**config.mk**
```make
export PLATFORM = sky130hd
export DESIGN_NAME = tga_rle_pixel_decoder
export DESIGN_NICKNAME = d
export VERILOG_FILES = /design/src/trd_pkg.sv /design/src/trd_apb_regs.sv /design/src/trd_core.sv /design/src/trd_out_stage.sv /design/src/tga_rle_pixel_decoder.sv
export SDC_FILE = /design/constraint.sdc
export NUM_CORES = 1
export LEC_CHECK = 0
export BUFFER_PORTS_ARGS = -buffer_cell sky130_fd_sc_hd__buf_2
export CAP_MARGIN = 15
export CORE_MARGIN = 3
export CORE_UTILIZATION = 40
export DETAILED_ROUTE_END_ITERATION = 7
export PLACE_DENSITY_LB_ADDON = 0.08
export SETUP_SLACK_MARGIN = 0.02
export SLEW_MARGIN = 20
export SYNTH_ARGS = -nofsm -noshare
export SYNTH_HDL_FRONTEND = slang
export SYNTH_SLANG_ARGS = --single-unit
```
**constraint.sdc**
```tcl
create_clock -name clk -period 9.19 [get_ports clk]
set_input_delay 0 -clock clk [delete_from_list [all_inputs] [get_ports clk]]
set_output_delay 0 -clock clk [all_outputs]
set_load 0.02 [all_outputs]
```
**src/trd_pkg.sv**
```systemverilog
// shared types and constants for the rle pixel decoder
// no dependencies; used by every module of the decoder
`timescale 1ns / 1ps

package trd_pkg;

    // widths of the stream, pixel and counter
    localparam int COUNT_BITS  = 25;
    localparam int PIXEL_BITS  = 32;
    localparam int BYTE_BITS   = 8;
    localparam int REP_BITS    = 8;
    localparam int BPP_BITS    = 3;
    localparam int SLOT_BITS   = 2;
    localparam int ADDR_BITS   = 3;
    localparam int DATA_BITS   = 32;

    // register reset values
    localparam logic [BPP_BITS-1:0]   BPP_RESET   = BPP_BITS'(4);
    localparam logic [COUNT_BITS-1:0] COUNT_RESET = COUNT_BITS'(1);

    // packet header split: below RUN_FLAG is raw, run length is header - RUN_BIAS
    localparam logic [BYTE_BITS-1:0] RUN_FLAG = BYTE_BITS'(128);
    localparam logic [BYTE_BITS-1:0] RUN_BIAS = BYTE_BITS'(127);

    // register indexes
    localparam logic REG_BPP   = 1'b0;
    localparam logic REG_COUNT = 1'b1;

    typedef enum logic [1:0] {
        PH_HEADER = 2'd0,
        PH_RAW    = 2'd1,
        PH_RUN    = 2'd2
    } phase_t;

    typedef enum logic [1:0] {
        ST_OK       = 2'd0,
        ST_DONE     = 2'd1,
        ST_OVERFLOW = 2'd2
    } status_t;

    typedef struct packed {
        logic [BPP_BITS-1:0]   bytes_per_pixel;
        logic [COUNT_BITS-1:0] pixel_count;
    } cfg_t;

    typedef struct packed {
        logic [PIXEL_BITS-1:0] pixel_value;
        logic [REP_BITS-1:0]   repeat_count;
        status_t               status;
    } result_t;

endpackage

```
**src/trd_apb_regs.sv**
```systemverilog
// configuration registers behind an apb-style port
// depends on trd_pkg
`timescale 1ns / 1ps

module trd_apb_regs
(
    input  logic                          clk,
    input  logic                          rst_n,
    input  logic                          psel,
    input  logic                          penable,
    input  logic                          pwrite,
    input  logic [trd_pkg::ADDR_BITS-1:0] paddr,
    input  logic [trd_pkg::DATA_BITS-1:0] pwdata,
    output logic [trd_pkg::DATA_BITS-1:0] prdata,
    output logic                          pready,
    output trd_pkg::cfg_t                 cfg
);

    logic [trd_pkg::BPP_BITS-1:0]   bpp_reg;
    logic [trd_pkg::COUNT_BITS-1:0] count_reg;
    logic                           wr_en;
    logic                           reg_sel;

    assign pready  = 1'b1;
    assign reg_sel = paddr[2];
    assign wr_en   = psel && penable && pwrite;

    // register writes
    always_ff @(posedge clk or negedge rst_n)
    begin
        if (!rst_n)
        begin
            bpp_reg   <= trd_pkg::BPP_RESET;
            count_reg <= trd_pkg::COUNT_RESET;
        end
        else if (wr_en)
        begin
            if (reg_sel == trd_pkg::REG_BPP)
            begin
                bpp_reg <= pwdata[trd_pkg::BPP_BITS-1:0];
            end
            else
            begin
                count_reg <= pwdata[trd_pkg::COUNT_BITS-1:0];
            end
        end
    end

    // read mux
    always_comb
    begin
        if (reg_sel == trd_pkg::REG_BPP)
        begin
            prdata = trd_pkg::DATA_BITS'(bpp_reg);
        end
        else
        begin
            prdata = trd_pkg::DATA_BITS'(count_reg);
        end
    end

    assign cfg.bytes_per_pixel = bpp_reg;
    assign cfg.pixel_count     = count_reg;

endmodule

```
**src/trd_core.sv**
```systemverilog
// byte input register and packet decoder state
// depends on trd_pkg
`timescale 1ns / 1ps

module trd_core
(
    input  logic                          clk,
    input  logic                          rst_n,
    input  logic                          in_valid,
    output logic                          in_stall,
    input  logic [trd_pkg::BYTE_BITS-1:0] data_byte,
    input  trd_pkg::cfg_t                 cfg,
    input  logic                          res_ready,
    output logic                          res_valid,
    output trd_pkg::result_t              res
);

    // input register
    logic                               in_valid_reg;
    logic                               in_valid_next;
    logic [trd_pkg::BYTE_BITS-1:0]      data_reg;

    // decoder state
    trd_pkg::phase_t                    phase_reg;
    trd_pkg::phase_t                    phase_next;
    logic [trd_pkg::REP_BITS-1:0]       left_reg;
    logic [trd_pkg::REP_BITS-1:0]       left_next;
    logic [trd_pkg::SLOT_BITS-1:0]      slot_reg;
    logic [trd_pkg::SLOT_BITS-1:0]      slot_next;
    logic [trd_pkg::PIXEL_BITS-1:0]     build_reg;
    logic [trd_pkg::PIXEL_BITS-1:0]     build_next;
    logic [trd_pkg::COUNT_BITS-1:0]     done_reg;
    logic [trd_pkg::COUNT_BITS-1:0]     done_next;

    // datapath
    logic                               in_packet;
    logic                               is_raw;
    logic [trd_pkg::BPP_BITS-1:0]       eff_bpp;
    logic [trd_pkg::BPP_BITS-1:0]       slot_plus;
    logic                               pixel_end;
    logic                               has_result;
    logic                               proc;
    logic [trd_pkg::PIXEL_BITS-1:0]     build_or;
    logic [trd_pkg::REP_BITS-1:0]       rep;
    logic [trd_pkg::REP_BITS-1:0]       left_dec;
    logic                               packet_end;
    logic [trd_pkg::COUNT_BITS:0]       total;
    logic [trd_pkg::COUNT_BITS:0]       limit;
    logic                               over;
    logic                               complete;
    trd_pkg::status_t                   status;

    // a byte moves on unless it finishes a pixel and the result slot is full and stalled
    assign proc     = in_valid_reg && (!has_result || res_ready);
    assign in_stall = in_valid_reg && !proc;

    always_comb
    begin
        in_valid_next = in_stall ? in_valid_reg : in_valid;
    end

    always_ff @(posedge clk or negedge rst_n)
    begin
        if (!rst_n)
        begin
            in_valid_reg <= 1'b0;
        end
        else
        begin
            in_valid_reg <= in_valid_next;
        end
    end

    always_ff @(posedge clk)
    begin
        if (!in_stall)
        begin
            data_reg <= data_byte;
        end
    end

    // effective bytes per pixel: zero acts as one, above four acts as four
    always_comb
    begin
        if (cfg.bytes_per_pixel == '0)
        begin
            eff_bpp = trd_pkg::BPP_BITS'(1);
        end
        else if (cfg.bytes_per_pixel > trd_pkg::BPP_BITS'(4))
        begin
            eff_bpp = trd_pkg::BPP_BITS'(4);
        end
        else
        begin
            eff_bpp = cfg.bytes_per_pixel;
        end
    end

    // pixel assembly and packet bookkeeping
    assign in_packet  = (phase_reg == trd_pkg::PH_RAW) || (phase_reg == trd_pkg::PH_RUN);
    assign is_raw     = (phase_reg == trd_pkg::PH_RAW);
    assign slot_plus  = trd_pkg::BPP_BITS'(slot_reg) + trd_pkg::BPP_BITS'(1);
    assign pixel_end  = (slot_plus >= eff_bpp);
    assign has_result = in_packet && pixel_end;
    assign build_or   = build_reg
                      | (trd_pkg::PIXEL_BITS'(data_reg) << {slot_reg, 3'b000});
    assign left_dec   = left_reg - trd_pkg::REP_BITS'(1);
    assign rep        = is_raw ? trd_pkg::REP_BITS'(1) : left_reg;
    assign packet_end = is_raw ? (left_dec == '0) : 1'b1;

    // pixel count check
    assign total    = {1'b0, done_reg} + (trd_pkg::COUNT_BITS + 1)'(rep);
    assign limit    = {1'b0, cfg.pixel_count};
    assign over     = (total > limit);
    assign complete = packet_end && (total == limit);

    always_comb
    begin
        if (over)
        begin
            status = trd_pkg::ST_OVERFLOW;
        end
        else if (complete)
        begin
            status = trd_pkg::ST_DONE;
        end
        else
        begin
            status = trd_pkg::ST_OK;
        end
    end

    // next decoder state
    always_comb
    begin
        phase_next = phase_reg;
        left_next  = left_reg;
        slot_next  = slot_reg;
        build_next = build_reg;
        done_next  = done_reg;
        if (proc)
        begin
            if (!in_packet)
            begin
                if (data_reg < trd_pkg::RUN_FLAG)
                begin
                    phase_next = trd_pkg::PH_RAW;
                    left_next  = data_reg + trd_pkg::REP_BITS'(1);
                end
                else
                begin
                    phase_next = trd_pkg::PH_RUN;
                    left_next  = data_reg - trd_pkg::RUN_BIAS;
                end
                slot_next  = '0;
                build_next = '0;
            end
            else if (!pixel_end)
            begin
                build_next = build_or;
                slot_next  = slot_reg + trd_pkg::SLOT_BITS'(1);
            end
            else
            begin
                slot_next  = '0;
                build_next = '0;
                left_next  = is_raw ? left_dec : '0;
                if (over || complete)
                begin
                    phase_next = trd_pkg::PH_HEADER;
                    left_next  = '0;
                    done_next  = '0;
                end
                else
                begin
                    done_next = total[trd_pkg::COUNT_BITS-1:0];
                    if (packet_end)
                    begin
                        phase_next = trd_pkg::PH_HEADER;
                    end
                end
            end
        end
    end

    always_ff @(posedge clk or negedge rst_n)
    begin
        if (!rst_n)
        begin
            phase_reg <= trd_pkg::PH_HEADER;
            left_reg  <= '0;
            slot_reg  <= '0;
            build_reg <= '0;
            done_reg  <= '0;
        end
        else
        begin
            phase_reg <= phase_next;
            left_reg  <= left_next;
            slot_reg  <= slot_next;
            build_reg <= build_next;
            done_reg  <= done_next;
        end
    end

    // result toward the output register
    assign res_valid        = proc && has_result;
    assign res.pixel_value  = build_or;
    assign res.repeat_count = rep;
    assign res.status       = status;

endmodule

```
**src/trd_out_stage.sv**
```systemverilog
// result register with valid/stall handshake
// depends on trd_pkg
`timescale 1ns / 1ps

module trd_out_stage
(
    input  logic                           clk,
    input  logic                           rst_n,
    input  logic                           res_valid,
    input  trd_pkg::result_t               res,
    output logic                           res_ready,
    output logic                           out_valid,
    input  logic                           out_stall,
    output logic [trd_pkg::PIXEL_BITS-1:0] pixel_value,
    output logic [trd_pkg::REP_BITS-1:0]   repeat_count,
    output logic [1:0]                     status
);

    logic             out_valid_reg;
    logic             out_valid_next;
    trd_pkg::result_t res_reg;

    // slot is free when empty or its request leaves this cycle
    assign res_ready = !out_valid_reg || !out_stall;

    always_comb
    begin
        if (res_valid)
        begin
            out_valid_next = 1'b1;
        end
        else
        begin
            out_valid_next = out_valid_reg && out_stall;
        end
    end

    always_ff @(posedge clk or negedge rst_n)
    begin
        if (!rst_n)
        begin
            out_valid_reg <= 1'b0;
        end
        else
        begin
            out_valid_reg <= out_valid_next;
        end
    end

    always_ff @(posedge clk)
    begin
        if (res_valid)
        begin
            res_reg <= res;
        end
    end

    assign out_valid    = out_valid_reg;
    assign pixel_value  = res_reg.pixel_value;
    assign repeat_count = res_reg.repeat_count;
    assign status       = res_reg.status;

endmodule

```
**src/tga_rle_pixel_decoder.sv**
```systemverilog
// path: a byte that finishes a pixel goes from the input register through the decode logic
// into the result register, which drives the ports; a full, stalled result register holds it back
// throughput: one byte per cycle, set by the single decode stage between the input
// register and the result register; a full, stalled result register holds back input
// reset: rst_n clears the decoder to await a packet header, empties both registers,
// and sets bytes_per_pixel to 4 and pixel_count to 1
`timescale 1ns / 1ps

module tga_rle_pixel_decoder
(
    input  logic                           clk,
    input  logic                           rst_n,
    input  logic                           psel,
    input  logic                           penable,
    input  logic                           pwrite,
    input  logic [trd_pkg::ADDR_BITS-1:0]  paddr,
    input  logic [trd_pkg::DATA_BITS-1:0]  pwdata,
    output logic [trd_pkg::DATA_BITS-1:0]  prdata,
    output logic                           pready,
    input  logic                           in_valid,
    output logic                           in_stall,
    input  logic [trd_pkg::BYTE_BITS-1:0]  data_byte,
    output logic                           out_valid,
    input  logic                           out_stall,
    output logic [trd_pkg::PIXEL_BITS-1:0] pixel_value,
    output logic [trd_pkg::REP_BITS-1:0]   repeat_count,
    output logic [1:0]                     status
);

    trd_pkg::cfg_t    cfg;
    trd_pkg::result_t res;
    logic             res_valid;
    logic             res_ready;

    // configuration registers
    trd_apb_regs u_regs
    (
        .clk     (clk),
        .rst_n   (rst_n),
        .psel    (psel),
        .penable (penable),
        .pwrite  (pwrite),
        .paddr   (paddr),
        .pwdata  (pwdata),
        .prdata  (prdata),
        .pready  (pready),
        .cfg     (cfg)
    );

    // packet decoder
    trd_core u_core
    (
        .clk       (clk),
        .rst_n     (rst_n),
        .in_valid  (in_valid),
        .in_stall  (in_stall),
        .data_byte (data_byte),
        .cfg       (cfg),
        .res_ready (res_ready),
        .res_valid (res_valid),
        .res       (res)
    );

    // result register
    trd_out_stage u_out
    (
        .clk          (clk),
        .rst_n        (rst_n),
        .res_valid    (res_valid),
        .res          (res),
        .res_ready    (res_ready),
        .out_valid    (out_valid),
        .out_stall    (out_stall),
        .pixel_value  (pixel_value),
        .repeat_count (repeat_count),
        .status       (status)
    );

endmodule

```
==> results.txt, run 1 <==
The remaining routing DRC violations is 0. The final HPWL from detailed placement came out at 13100 um. The number of global-route vias before repair came out at 6003. The number of max-slew violations in the final report is 0.

The number of antenna violations at the first check in global routing came out at 0. The path type of the worst min-delay path is input pin to flop. Setup repair after global routing left no endpoint under its margin. The maximum level of the CTS H-tree came out at 4. After routing, the total negative slack on setup checks comes to 0 ns.

The region available for standard cell placement spans 0.0190 sq mm. Row generation in the floorplan step produced 50 rows. The data arrival time of the worst path is 6.00 ns. The wire length per cell is 16.6 um. The logic depth of the worst register-to-register path came out at 20.

Dividing total power by cell area gives a power density of 284 mW/mm^2. The cell count after synthesis came out at 754. The count of buffers added by post-CTS timing repair for setup came out at 0. The layout overhead on the synthesized area came out at 20.6%. The fraction of registers with async set/reset is 0.664. The part of the total power dissipated in combinational logic is 0.388. The die height came out at 146 um. The worst-case IR drop observed on VDD is 0.140 mV. In the post-synthesis netlist, the biggest area contributors are sky130_fd_sc_hd__dfrtp_1 (31%), sky130_fd_sc_hd__edfxtp_1 (19%), sky130_fd_sc_hd__ha_1 (6.5%). The flow ran to the end, and the final reports show no timing, DRC or antenna violations.

The core utilization of the finished layout came out at 0.500. The first-pass GRT wire length is 32000 um. The minimum clock period after layout is 5.70 ns. After detailed placement, the design holds a cell count of 1089. The transition time at the pin with the least slew margin is 0.765 ns.

The largest area contributor in the netlist is sky130_fd_sc_hd__dfrtp_1. The overall die width is 146 um. Setup violations remaining at the end of the flow were counted as 0.

Post-CTS repair changed the size of 0 cells. The pre-CTS setup slack came out at 3.54 ns. The share of final-layout standard cells stronger than drive strength 1 came out at 0.213. The net load switching power is 1.08 mW.

The final weighted congestion in routability-driven placement is 0.809. The floorplan step defined a die boundary enclosing 0.0214 sq mm. The maximum clock insertion buffer count is 2.

The worst hold slack after final layout came out at 0.0450 ns. The worst register-to-register path begins at u_core.phase_reg[1]$_DFFE_PN0P_. The leakage power is 4.50 nW. The clock tree from TritonCTS is done. The root buffer cell is sky130_fd_sc_hd__clkbuf_16. The routed design has 19200 um of wire.

Between clock sinks in the finished design, the worst skew comes to 0.0179 ns. The register clock-pin slew on the reported worst setup and hold paths is 0.07 ns. The net count of the finished layout is 976.

The global-route usage over all layers came out at 0.185. The number of distinct standard cells referenced by the synthesized netlist came out at 64. The mapped netlist covers 0.00789 sq mm.

In this run, post-CTS hold repair placed 36 buffers. The reg-to-reg critical path endpoint is u_core.left_reg[1]$_DFFE_PN0P_. The data required time at the worst endpoint is 9.49 ns. The final cell count without fillers came out at 1157.

After synthesis, the most frequently instantiated cells are sky130_fd_sc_hd__dfrtp_1 (97), sky130_fd_sc_hd__nor2_1 (67), sky130_fd_sc_hd__a21oi_1 (52). Buffers placed on the I/O ports in this run total 109. Along the worst path, the maximum fanout reaches 33. The synthesized design contains 50 enable-type register cells. The largest net degree at the start of global routing is 58. The critical path in this run is classified as flop to flop. The total via count in the routed design came out at 6026. In this run the worst setup path terminates at u_core.left_reg[1]$_DFFE_PN0P_. The TritonCTS sink count came out at 149. Tracing the worst setup path back leads to its startpoint at u_core.phase_reg[1]$_DFFE_PN0P_. sky130_fd_sc_hd__dfrtp_1 is the most common cell in the netlist.

The count of antenna diodes in the layout is 0. The remaining global-route overflow is 0. The number of optimization iterations in the first detailed-route pass is 5. The share of the synthesized area in the top cell type is 0.308. The tool flagged a number of max-cap violations equal to 0. The number of hold-slack violations in the final timing report came to 0.

The vias per cell is 5.21. The minimum setup slack among reg-to-reg paths is 3.49 ns. Derived from the worst setup path, the maximum achievable clock frequency is 175 MHz. The internal power of the cells is 1.62 mW. The area after detailed placement is 0.00860 sq mm. The switching portion of total power came out at 0.400. The sort of element at the start of the critical path is a flop. Summing internal, switching and leakage power gives 2.70 mW. The clock latency at the later pin of the worst-skew pair came out at 0.43 ns.

The sequential power share is 0.372. The starting utilization of the core area came out at 0.415. The part of the Yosys area used for sequential elements is 0.505. STA classifies the critical path endpoint as a flop.

Once layout is done, the placed cells without fillers occupy 0.00951 sq mm. The number of fillers in the final layout came out at 1789. The number of placed I/O pins is 127. The total number of yosys warnings came out at 0. The worst setup slack after layout is 3.49 ns. Of the available clock period, the critical path in the final layout requires 0.620. The most used flip-flop cell after synthesis is sky130_fd_sc_hd__dfrtp_1.

The worst slew margin relative to its limit is 0.490. Counting flops and latches in the post-synthesis netlist gives 149. Averaged over all synthesized cells, the footprint is 10.5 sq um. The number of clock buffers inserted by TritonCTS came out at 17. The share of total power dissipated in the clock network is 0.240.

The number of design-rule violations left by the first detailed-router iteration is 443. The count of nets left with antenna violations once routing finished came out at 0.
-- cell type report --
| cell class | count | area, sq um | share of cell area |
|---|---|---|---|
| Multi-Input combinational cell | 515 | 3510 | 0.369 |
| Clock buffer | 18 | 429 | 0.0451 |
| Sequential cell | 149 | 3980 | 0.419 |
| Inverter | 49 | 184 | 0.0193 |
| Clock inverter | 14 | 115 | 0.0121 |
| Tap cell | 260 | 325 | 0.0342 |
| Timing Repair Buffer | 152 | 961 | 0.101 |
-- cells in the final DEF (no fill, tap or decap), drive strengths merged, types with 3 or more instances in the layout --
master and count:
a31oi 7, o211ai 4, o21a 4, nand4 15, and3 8, nand2 49, dlygate4sd3 36, clkinvlp 6
nor3 13, o31ai 4, a21oi 52, and2 30, a41oi 3, edfxtp 50, nor2b 7, xor2 8
a41o 7, nand4b 7, ha 41, buf 116, o21ai 21, o41ai 3, clkbuf 18, a32oi 3
nand3 27, or3 4, nor4 3, o22ai 5, mux2 29, a21o 36, dfrtp 97, conb 8
nor2 67, inv 56, nand2b 6, xnor2 22
-- power by group through the flow --
stage                     clock, mW  combinational (mW)  sequential, mW
after floorplan                   0               0.716            1.03
after global placement            0                1.01            1.01
after detailed placement          0                1.04            1.02
after CTS                     0.668                1.05            1.01
after global routing          0.696                1.18            1.03
final                         0.649                1.05            1.00
-- worst min-delay path by stage --
stage | to | cells past startpoint | startpoint | slack [ns]
finish | u_regs.bpp_reg[2]$_DFFE_PN1P_ | 3 | penable | 0.04
global route | u_regs.bpp_reg[2]$_DFFE_PN1P_ | 3 | penable | 0.04
CTS | u_regs.bpp_reg[2]$_DFFE_PN1P_ | 3 | penable | 0.02
detailed placement | u_core.done_reg[14]$_DFFE_PN0P_ | 1 | rst_n | 0.03
global placement | u_core.done_reg[14]$_DFFE_PN0P_ | 1 | rst_n | 0.04
floorplan | u_core.build_reg[0]$_DFFE_PN0P_ | 0 | rst_n | -0.30
-- worst max-delay path, cell delays in order, from the launching register on --
cell                        delay [ns]
sky130_fd_sc_hd__dfrtp_1          0.38
sky130_fd_sc_hd__inv_1            0.08
sky130_fd_sc_hd__ha_1             0.42
sky130_fd_sc_hd__or2_2            0.24
sky130_fd_sc_hd__ha_1             0.18
sky130_fd_sc_hd__inv_1            0.06
sky130_fd_sc_hd__fa_1             0.41
sky130_fd_sc_hd__nor2b_1          0.17
sky130_fd_sc_hd__o21bai_1         0.10
sky130_fd_sc_hd__a21boi_2         0.22
sky130_fd_sc_hd__o2111ai_1        0.35
sky130_fd_sc_hd__nor2_1           0.30
sky130_fd_sc_hd__xor2_1           0.30
sky130_fd_sc_hd__ha_1             0.17
sky130_fd_sc_hd__nand4_1          0.10
sky130_fd_sc_hd__nor4_1           0.46
sky130_fd_sc_hd__nand2_1          0.16
sky130_fd_sc_hd__o22ai_2          0.16
sky130_fd_sc_hd__buf_4            0.37
sky130_fd_sc_hd__nand2_1          0.43
sky130_fd_sc_hd__o41ai_1          0.51
-- cell families (layout without fill, tap and decap cells) --
logic type      count (synthesis)  after routing  share of synthesized area
compound gates                161            161                      0.137
xor+xnor                       30             30                     0.0333
fa+ha+maj                      42             42                     0.0676
buf+inv                        96            233                     0.0524
flops                         149            149                      0.505
mux                            29             29                     0.0414
other cells                     2              8                   0.000952
simple gates                  245            245                      0.162
-- metal layers --
| metal | wire length, um | vias up | global-route usage |
|---|---|---|---|
| met2 | 8200 | 155 | 0.265 |
| met5 | 0 | - | 0 |
| met1 | 9900 | 2931 | 0.285 |
| li1 | - | 2925 | - |
| met3 | 889 | 15 | 0.0345 |
| met4 | 242 | 0 | 0.0536 |
No activity file was read; power rests on OpenSTA's default activity.
==> run 2, diff against run 1 <==
Clock period 9.19 ns to 4.66 ns, I/O delays scaled along.
==> results.txt, run 2 (same netlist as run 1, synthesis figures left out) <==
The final weighted congestion in routability-driven placement came out at 0.805. The number of clock buffers inserted by TritonCTS is 17. Detailed placement finished with a half-perimeter wire length of 13300 um.

The die is 146 um tall. Of the available clock period, the critical path in the final layout requires 0.949. The global-route usage over all layers is 0.184. The path type of the worst min-delay path is input pin to flop. STA puts the critical path data required time at 4.97 ns. The total via count in the routed design came out at 6081. The layout has 1747 filler cells. The floorplan row count is 50. The area of all sequential standard cells came out at 0.00398 sq mm. The minimum clock period after layout is 4.42 ns. The worst setup path is captured at a flop. The highest ir drop seen on vdd is 0.304 mV. In the final timing run, aggregate negative setup slack is 0 ns. The maximum fanout along the worst path is 9. The remaining routing DRC violations came out at 0.

The register clock-pin slew on the reported worst setup and hold paths is 0.07 ns. The worst slew margin relative to its limit is 0.459. The tree is rooted in a sky130_fd_sc_hd__clkbuf_16. Leaving out fill and tap cells, the most frequent cells in the layout are sky130_fd_sc_hd__buf_2 (108), sky130_fd_sc_hd__dfrtp_1 (97), sky130_fd_sc_hd__nor2_1 (64), sky130_fd_sc_hd__a21oi_1 (51), sky130_fd_sc_hd__edfxtp_1 (50). The vias per cell came out at 5.20.

The H-tree was split into 4 levels. In the final routed layout, each cell accounts on average for 16.6 um. The run finished with clean final reports.

The clock latency at the later pin of the worst-skew pair is 0.42 ns. The transition time at the pin with the least slew margin is 0.811 ns. The number of antenna violations at the first check in global routing came out at 0. The final layout contains 989 nets. The analysis attributes to cell leakage a power of 4.66 nW.

The die outline area is 0.0214 sq mm. The starting utilization of the core area is 0.415. The clock passes through at most 2 buffers. The power per cell area came out at 561 mW/mm^2. In this run the horizontal extent of the chip is 146 um. The commonest non-fill, non-tap cell in the layout is sky130_fd_sc_hd__buf_2.

The post-route clock skew came out at 0.00767 ns. The area after detailed placement is 0.00866 sq mm. The number of optimization iterations in the first detailed-route pass is 5.

The share of final-layout standard cells stronger than drive strength 1 came out at 0.252. The largest net degree at the start of global routing is 61. The area of the multi-input gates came out at 0.00369 sq mm.

The count of antenna diodes in the layout came out at 0. The number of port buffers came out at 109. Summing all non-filler instances in the final layout gives an area of 0.00984 sq mm. STA puts the critical path data arrival time at 4.73 ns. The worst setup path is of the flop to flop kind. The max capacitance violation total came out at 0.

The remaining global-route overflow is 0. The count of nets left with antenna violations once routing finished came out at 0. Traced cell by cell, the critical path runs through inv_1, ha_1, or2_2, ha_1, inv_1, fa_2, nor2b_2, o21bai_1, a21boi_2, buf_4, o2111ai_4, xnor2_1, ha_1, nand4_1, nor4_2, buf_4, inv_1, a31oi_4, o22ai_4, buf_6, o2111a_1, a211o_1. After the flow finishes, the layout carries non-filler instances totaling 1170. Derived from the worst setup path, the maximum achievable clock frequency is 226 MHz. TritonCTS built the clock tree.

The longest individual stage delay on the worst path is 0.38 ns. The number of hold-slack violations in the final timing report was 0. The total of endpoints with negative setup slack in the final report is 0.

The sort of element at the start of the critical path is a flop. The number of placed instances, taps included, is 1095. The number of placed I/O pins came out at 127. The core area came out at 0.0190 sq mm.

The total power consumption of the routed design is 5.52 mW. The wire length after detailed routing is 19500 um. The number of max-slew violations in the final report came out at 0. The TritonCTS sink count came out at 149.

The layout overhead on the synthesized area is 24.8%. The number of global-route vias before repair is 6041. The first-pass GRT wire length is 31500 um. For this block, the initial DRC count from the detailed router was 296. Among all stages on the critical path, the largest delay is contributed by sky130_fd_sc_hd__dfrtp_1.
run 2: cell types whose count changed in the layout (fill, tap and decap cells not counted), sizes merged:
cell      previous run  this run
buf                116       129
bufinv               0         1
clkinvlp             6         1
clkinv               1         5
run 2: per-stage QoR:
step           utilization  hold slack (ns)  setup slack, ns
4_1_cts              0.507           0.0346           0.0470
5_1_grt              0.518           0.0607          -0.0236
3_5_place_dp         0.455           0.0193          -0.0602
6_report             0.518           0.0506            0.235
2_1_floorplan            -           -0.296            0.423
3_3_place_gp         0.455           0.0198           0.0861
run 2: where the power goes:
group	switching, mW	internal [mW]
logic	1.35	0.821
registers	0.243	1.74
clock network	0.597	0.767
total	2.19	3.33
run 2: final cells by class:
| class | count | area share |
|---|---|---|
| tap | 260 | 0.0330 |
| timing repair buffer | 165 | 0.110 |
| sequential | 149 | 0.404 |
| clock inverter | 14 | 0.0145 |
| inverter | 49 | 0.0187 |
| multi-input combinational | 515 | 0.375 |
| clock buffer | 18 | 0.0446 |
run 2: what timing repair did:
| action | CTS | global route |
|---|---|---|
| setup buffers | 1 | 6 |
| setup endpoints to repair | 17 | 35 |
| pin swaps | 2 | 9 |
| endpoints found under the hold margin | 77 | 0 |
| resized for setup | 3 | 33 |
| hold buffers | 36 | 0 |
run 2: worst max-delay path: cells and delay by family, from the launching register on:
family                     cells  cell delay, ns
and+or+nand+nor                4            0.74
DFF                            1            0.38
AOI/OAI and AO/OA              7            1.18
xor gates and xnor gates       1            0.25
buffers and inverters          6            0.70
adders and majority gates      4            1.05
run 2: worst paths after layout:
kind / startpoint / to / slack, ns / cells past startpoint
max: u_core.phase_reg[1]$_DFFE_PN0P_ / u_core.left_reg[4]$_DFFE_PN0P_ / 0.24 / 22
min: pwrite / u_regs.bpp_reg[2]$_DFFE_PN1P_ / 0.05 / 3
max reg2reg: u_core.phase_reg[1]$_DFFE_PN0P_ / u_core.left_reg[4]$_DFFE_PN0P_ / 0.24 / 22
min reg2reg: u_core.done_reg[2]$_DFFE_PN0P_ / u_core.done_reg[2]$_DFFE_PN0P_ / 0.49 / 2
max in group asynchronous: rst_n / u_core.build_reg[29]$_DFFE_PN0P_ / 3.33 / 3
min in group asynchronous: rst_n / u_core.done_reg[12]$_DFFE_PN0P_ / 0.10 / 2
run 2: metal layers:
layer / up-vias / GRT usage / wire [um] / share of wire
li1: 2947 / - / - / -
met3: 15 / 0.0376 / 1030 / 0.053
met2: 179 / 0.271 / 8660 / 0.44
met1: 2940 / 0.275 / 9640 / 0.49
met4: 0 / 0.0513 / 159 / 0.0082
met5: - / 0 / 0 / 0
==> run 3, diff against run 2 <==
Settings changed: CELL_PAD_IN_SITES_DETAIL_PLACEMENT set to 1, CELL_PAD_IN_SITES_GLOBAL_PLACEMENT set to 2, CORE_UTILIZATION 40 to 33.
==> results.txt, run 3 (same netlist as run 1, synthesis figures left out) <==
127 I/O pins were placed. The die height is 161 um. The TritonCTS sink count is 149.

The final clock period utilization by the worst path is 0.958. After routing the design area is 0.0101 sq mm. The part of the total power dissipated in combinational logic came out at 0.404. The endpoint identified for the worst register-to-register timing path is u_core.done_reg[19]$_DFFE_PN0P_. The critical path launch point is u_core.phase_reg[1]$_DFFE_PN0P_.

Global routing finished with a remaining overflow of 0. The number of max-slew violations in the final report came to 0. The cell count after placement came out at 1157.

Entering global routing, the biggest net connects 58 pins. The clock tree from TritonCTS is done. The worst hold slack after final layout came out at 0.0245 ns. The startpoint of the worst-slack reg-to-reg timing path is u_core.phase_reg[1]$_DFFE_PN0P_. At the worst endpoint, the arrival time is 4.78 ns.

The clock latency at the later pin of the worst-skew pair is 0.44 ns. The floorplan row count came out at 55. The worst slew margin relative to its limit is 0.461. The vias per cell is 5.04. The internal power of the cells totals 3.41 mW. The data required time at the worst endpoint came out at 4.98 ns. The total of endpoints with negative setup slack in the final report came out at 0.

The first-pass GRT wire length came out at 36500 um. The net count of the finished layout is 1004. The sequential power share is 0.351. The count of antenna diodes in the layout is 0.

The logic depth of the worst register-to-register path came out at 23. In this run the worst setup path terminates at u_core.done_reg[19]$_DFFE_PN0P_. The H-tree was split into 4 levels.

The die outline area is 0.0258 sq mm. The transition time at the pin with the least slew margin came out at 0.808 ns. The number of hold-slack violations in the final timing report is 0. The wire length per cell came out at 18.5 um. STA classifies the critical path endpoint as a flop. The minimum setup slack among reg-to-reg paths came out at 0.20 ns.

STA classifies the critical path startpoint as a flop. The net load switching power is 2.29 mW. After clock tree synthesis, the clock-pin slew on the worst setup and hold paths is 0.07 ns. In this run the horizontal extent of the chip is 161 um. The library cells used most frequently in the layout, excluding fill and tap cells, are sky130_fd_sc_hd__buf_2 (108), sky130_fd_sc_hd__dfrtp_1 (97), sky130_fd_sc_hd__nor2_1 (63), sky130_fd_sc_hd__a21oi_1 (50), sky130_fd_sc_hd__edfxtp_1 (50).

The layout overhead on the synthesized area is 27.8%. In this run the deepest clock path goes through 2 buffers. The maximum fanout along the worst path is 16. The share of power burned in the clock network came out at 0.245. The worst hold path belongs to the class input pin to flop. For the final database, setup skew stands at 0.0106 ns. The core area is 0.0231 sq mm.

In this run, CTS created clock tree buffers numbering 17. By startpoint and endpoint, the worst setup path is classified as flop to flop. The global-route usage over all layers is 0.179. The final cell count without fillers came out at 1238. The flow ran to the end, and the final reports show no timing, DRC or antenna violations. The count of buffers added on input and output ports is 109. Max-cap violations in this run came to 0. In this run the clock root is driven by a sky130_fd_sc_hd__clkbuf_16.

VDD sags by at most 0.322 mV. The minimum clock period after layout is 4.46 ns. The number of global-route vias before repair came out at 6763. The total via count in the routed design is 6238.

For this configuration, the core starts out at a cell density of 0.342. The number of optimization iterations in the first detailed-route pass is 4. The HPWL after detailed placement is 15500 um. The share of final-layout standard cells stronger than drive strength 1 is 0.271. The power per cell area is 566 mW/mm^2.

The post-detailed-route count of antenna-violating nets is 0. The wire length after detailed routing is 22900 um. The leakage power is 4.74 nW. The number of design-rule violations left by the first detailed-router iteration came out at 198.

Leaving out fill and tap cells, the most frequent cell in the layout is sky130_fd_sc_hd__buf_2. The number of antenna violations at the first check in global routing came out at 0. The final weighted congestion in routability-driven placement came out at 0.816. For this run, design rule violations remaining after detail routing come to 0. The peak clock frequency supported by timing came out at 224 MHz. The area after detailed placement is 0.00880 sq mm. The switching portion of total power came out at 0.402.
-- run 3: how the worst min path moves through the flow --
stage	start	slack [ns]	end	cells past startpoint
after floorplan	rst_n	-0.30	u_core.build_reg[0]$_DFFE_PN0P_	0
after global placement	rst_n	0.03	u_regs.count_reg[10]$_DFFE_PN0P_	1
after detailed placement	rst_n	0.06	u_regs.count_reg[10]$_DFFE_PN0P_	1
after CTS	pwrite	0.009	u_regs.bpp_reg[2]$_DFFE_PN1P_	3
after global routing	penable	0.06	u_regs.bpp_reg[2]$_DFFE_PN1P_	3
final	penable	0.02	u_regs.bpp_reg[2]$_DFFE_PN1P_	3
-- run 3: critical path, stage by stage (launching register included) --
cell                        delay, ns
sky130_fd_sc_hd__dfrtp_1         0.39
sky130_fd_sc_hd__inv_2           0.08
sky130_fd_sc_hd__ha_4            0.13
sky130_fd_sc_hd__or2_4           0.12
sky130_fd_sc_hd__ha_2            0.16
sky130_fd_sc_hd__inv_1           0.06
sky130_fd_sc_hd__fa_2            0.39
sky130_fd_sc_hd__nor2b_4         0.13
sky130_fd_sc_hd__o21bai_1        0.08
sky130_fd_sc_hd__a21boi_2        0.21
sky130_fd_sc_hd__buf_4           0.17
sky130_fd_sc_hd__o21ai_4         0.08
sky130_fd_sc_hd__nand4b_1        0.31
sky130_fd_sc_hd__xnor2_2         0.22
sky130_fd_sc_hd__ha_1            0.32
sky130_fd_sc_hd__nand3_2         0.10
sky130_fd_sc_hd__nor4_4          0.28
sky130_fd_sc_hd__buf_4           0.16
sky130_fd_sc_hd__inv_1           0.05
sky130_fd_sc_hd__a31oi_2         0.20
sky130_fd_sc_hd__o22ai_4         0.14
sky130_fd_sc_hd__buf_6           0.16
sky130_fd_sc_hd__clkbuf_16       0.17
sky130_fd_sc_hd__a41o_1          0.24
-- run 3: per-stage QoR --
step | TNS (ns) | setup WS (ns) | util | power (mW)
2_1_floorplan | 0 | 0.423 | - | 3.45
3_3_place_gp | -0.00513 | -0.00513 | 0.382 | 4.06
3_5_place_dp | -0.471 | -0.105 | 0.382 | 4.15
4_1_cts | 0 | 0.0222 | 0.425 | 5.62
5_1_grt | -0.743 | -0.0734 | 0.437 | 6.14
6_report | 0 | 0.198 | 0.437 | 5.70
-- run 3: area by class of cell --
cell class | instances | area, sq um
inverter | 49 | 184
clock buffer | 17 | 425
tap | 313 | 392
multi-input combinational | 515 | 3710
clock inverter | 15 | 164
sequential | 149 | 3980
fill | 2594 | 13000
timing repair buffer | 180 | 1220
-- run 3: power by group through the flow --
| stage | Sequential (mW) | Combinational, mW | Clock [mW] |
|---|---|---|---|
| after floorplan | 2.03 | 1.41 | 0 |
| final | 2.00 | 2.30 | 1.39 |
| after global placement | 2.00 | 2.05 | 0 |
| after detailed placement | 2.02 | 2.13 | 0 |
| after CTS | 2.00 | 2.18 | 1.44 |
| after global routing | 2.05 | 2.58 | 1.50 |
-- run 3: per-layer routing --
metal  GRT usage  vias up  part of all wire
met2       0.311       82              0.51
met1       0.227     3168              0.44
met4      0.0544        0             0.018
met3      0.0348       22             0.029
met5           0        -                 0
li1            -     2966                 -
-- run 3: timing repair --
| item | in CTS | in global routing |
|---|---|---|
| resized for setup | 4 | 40 |
| setup buffers | 3 | 9 |
| pin swaps | 2 | 14 |
| endpoints found under the hold margin | 80 | 0 |
| endpoints found under the setup margin | 17 | 37 |
| gates cloned | 0 | 1 |
| hold buffers | 36 | 0 |
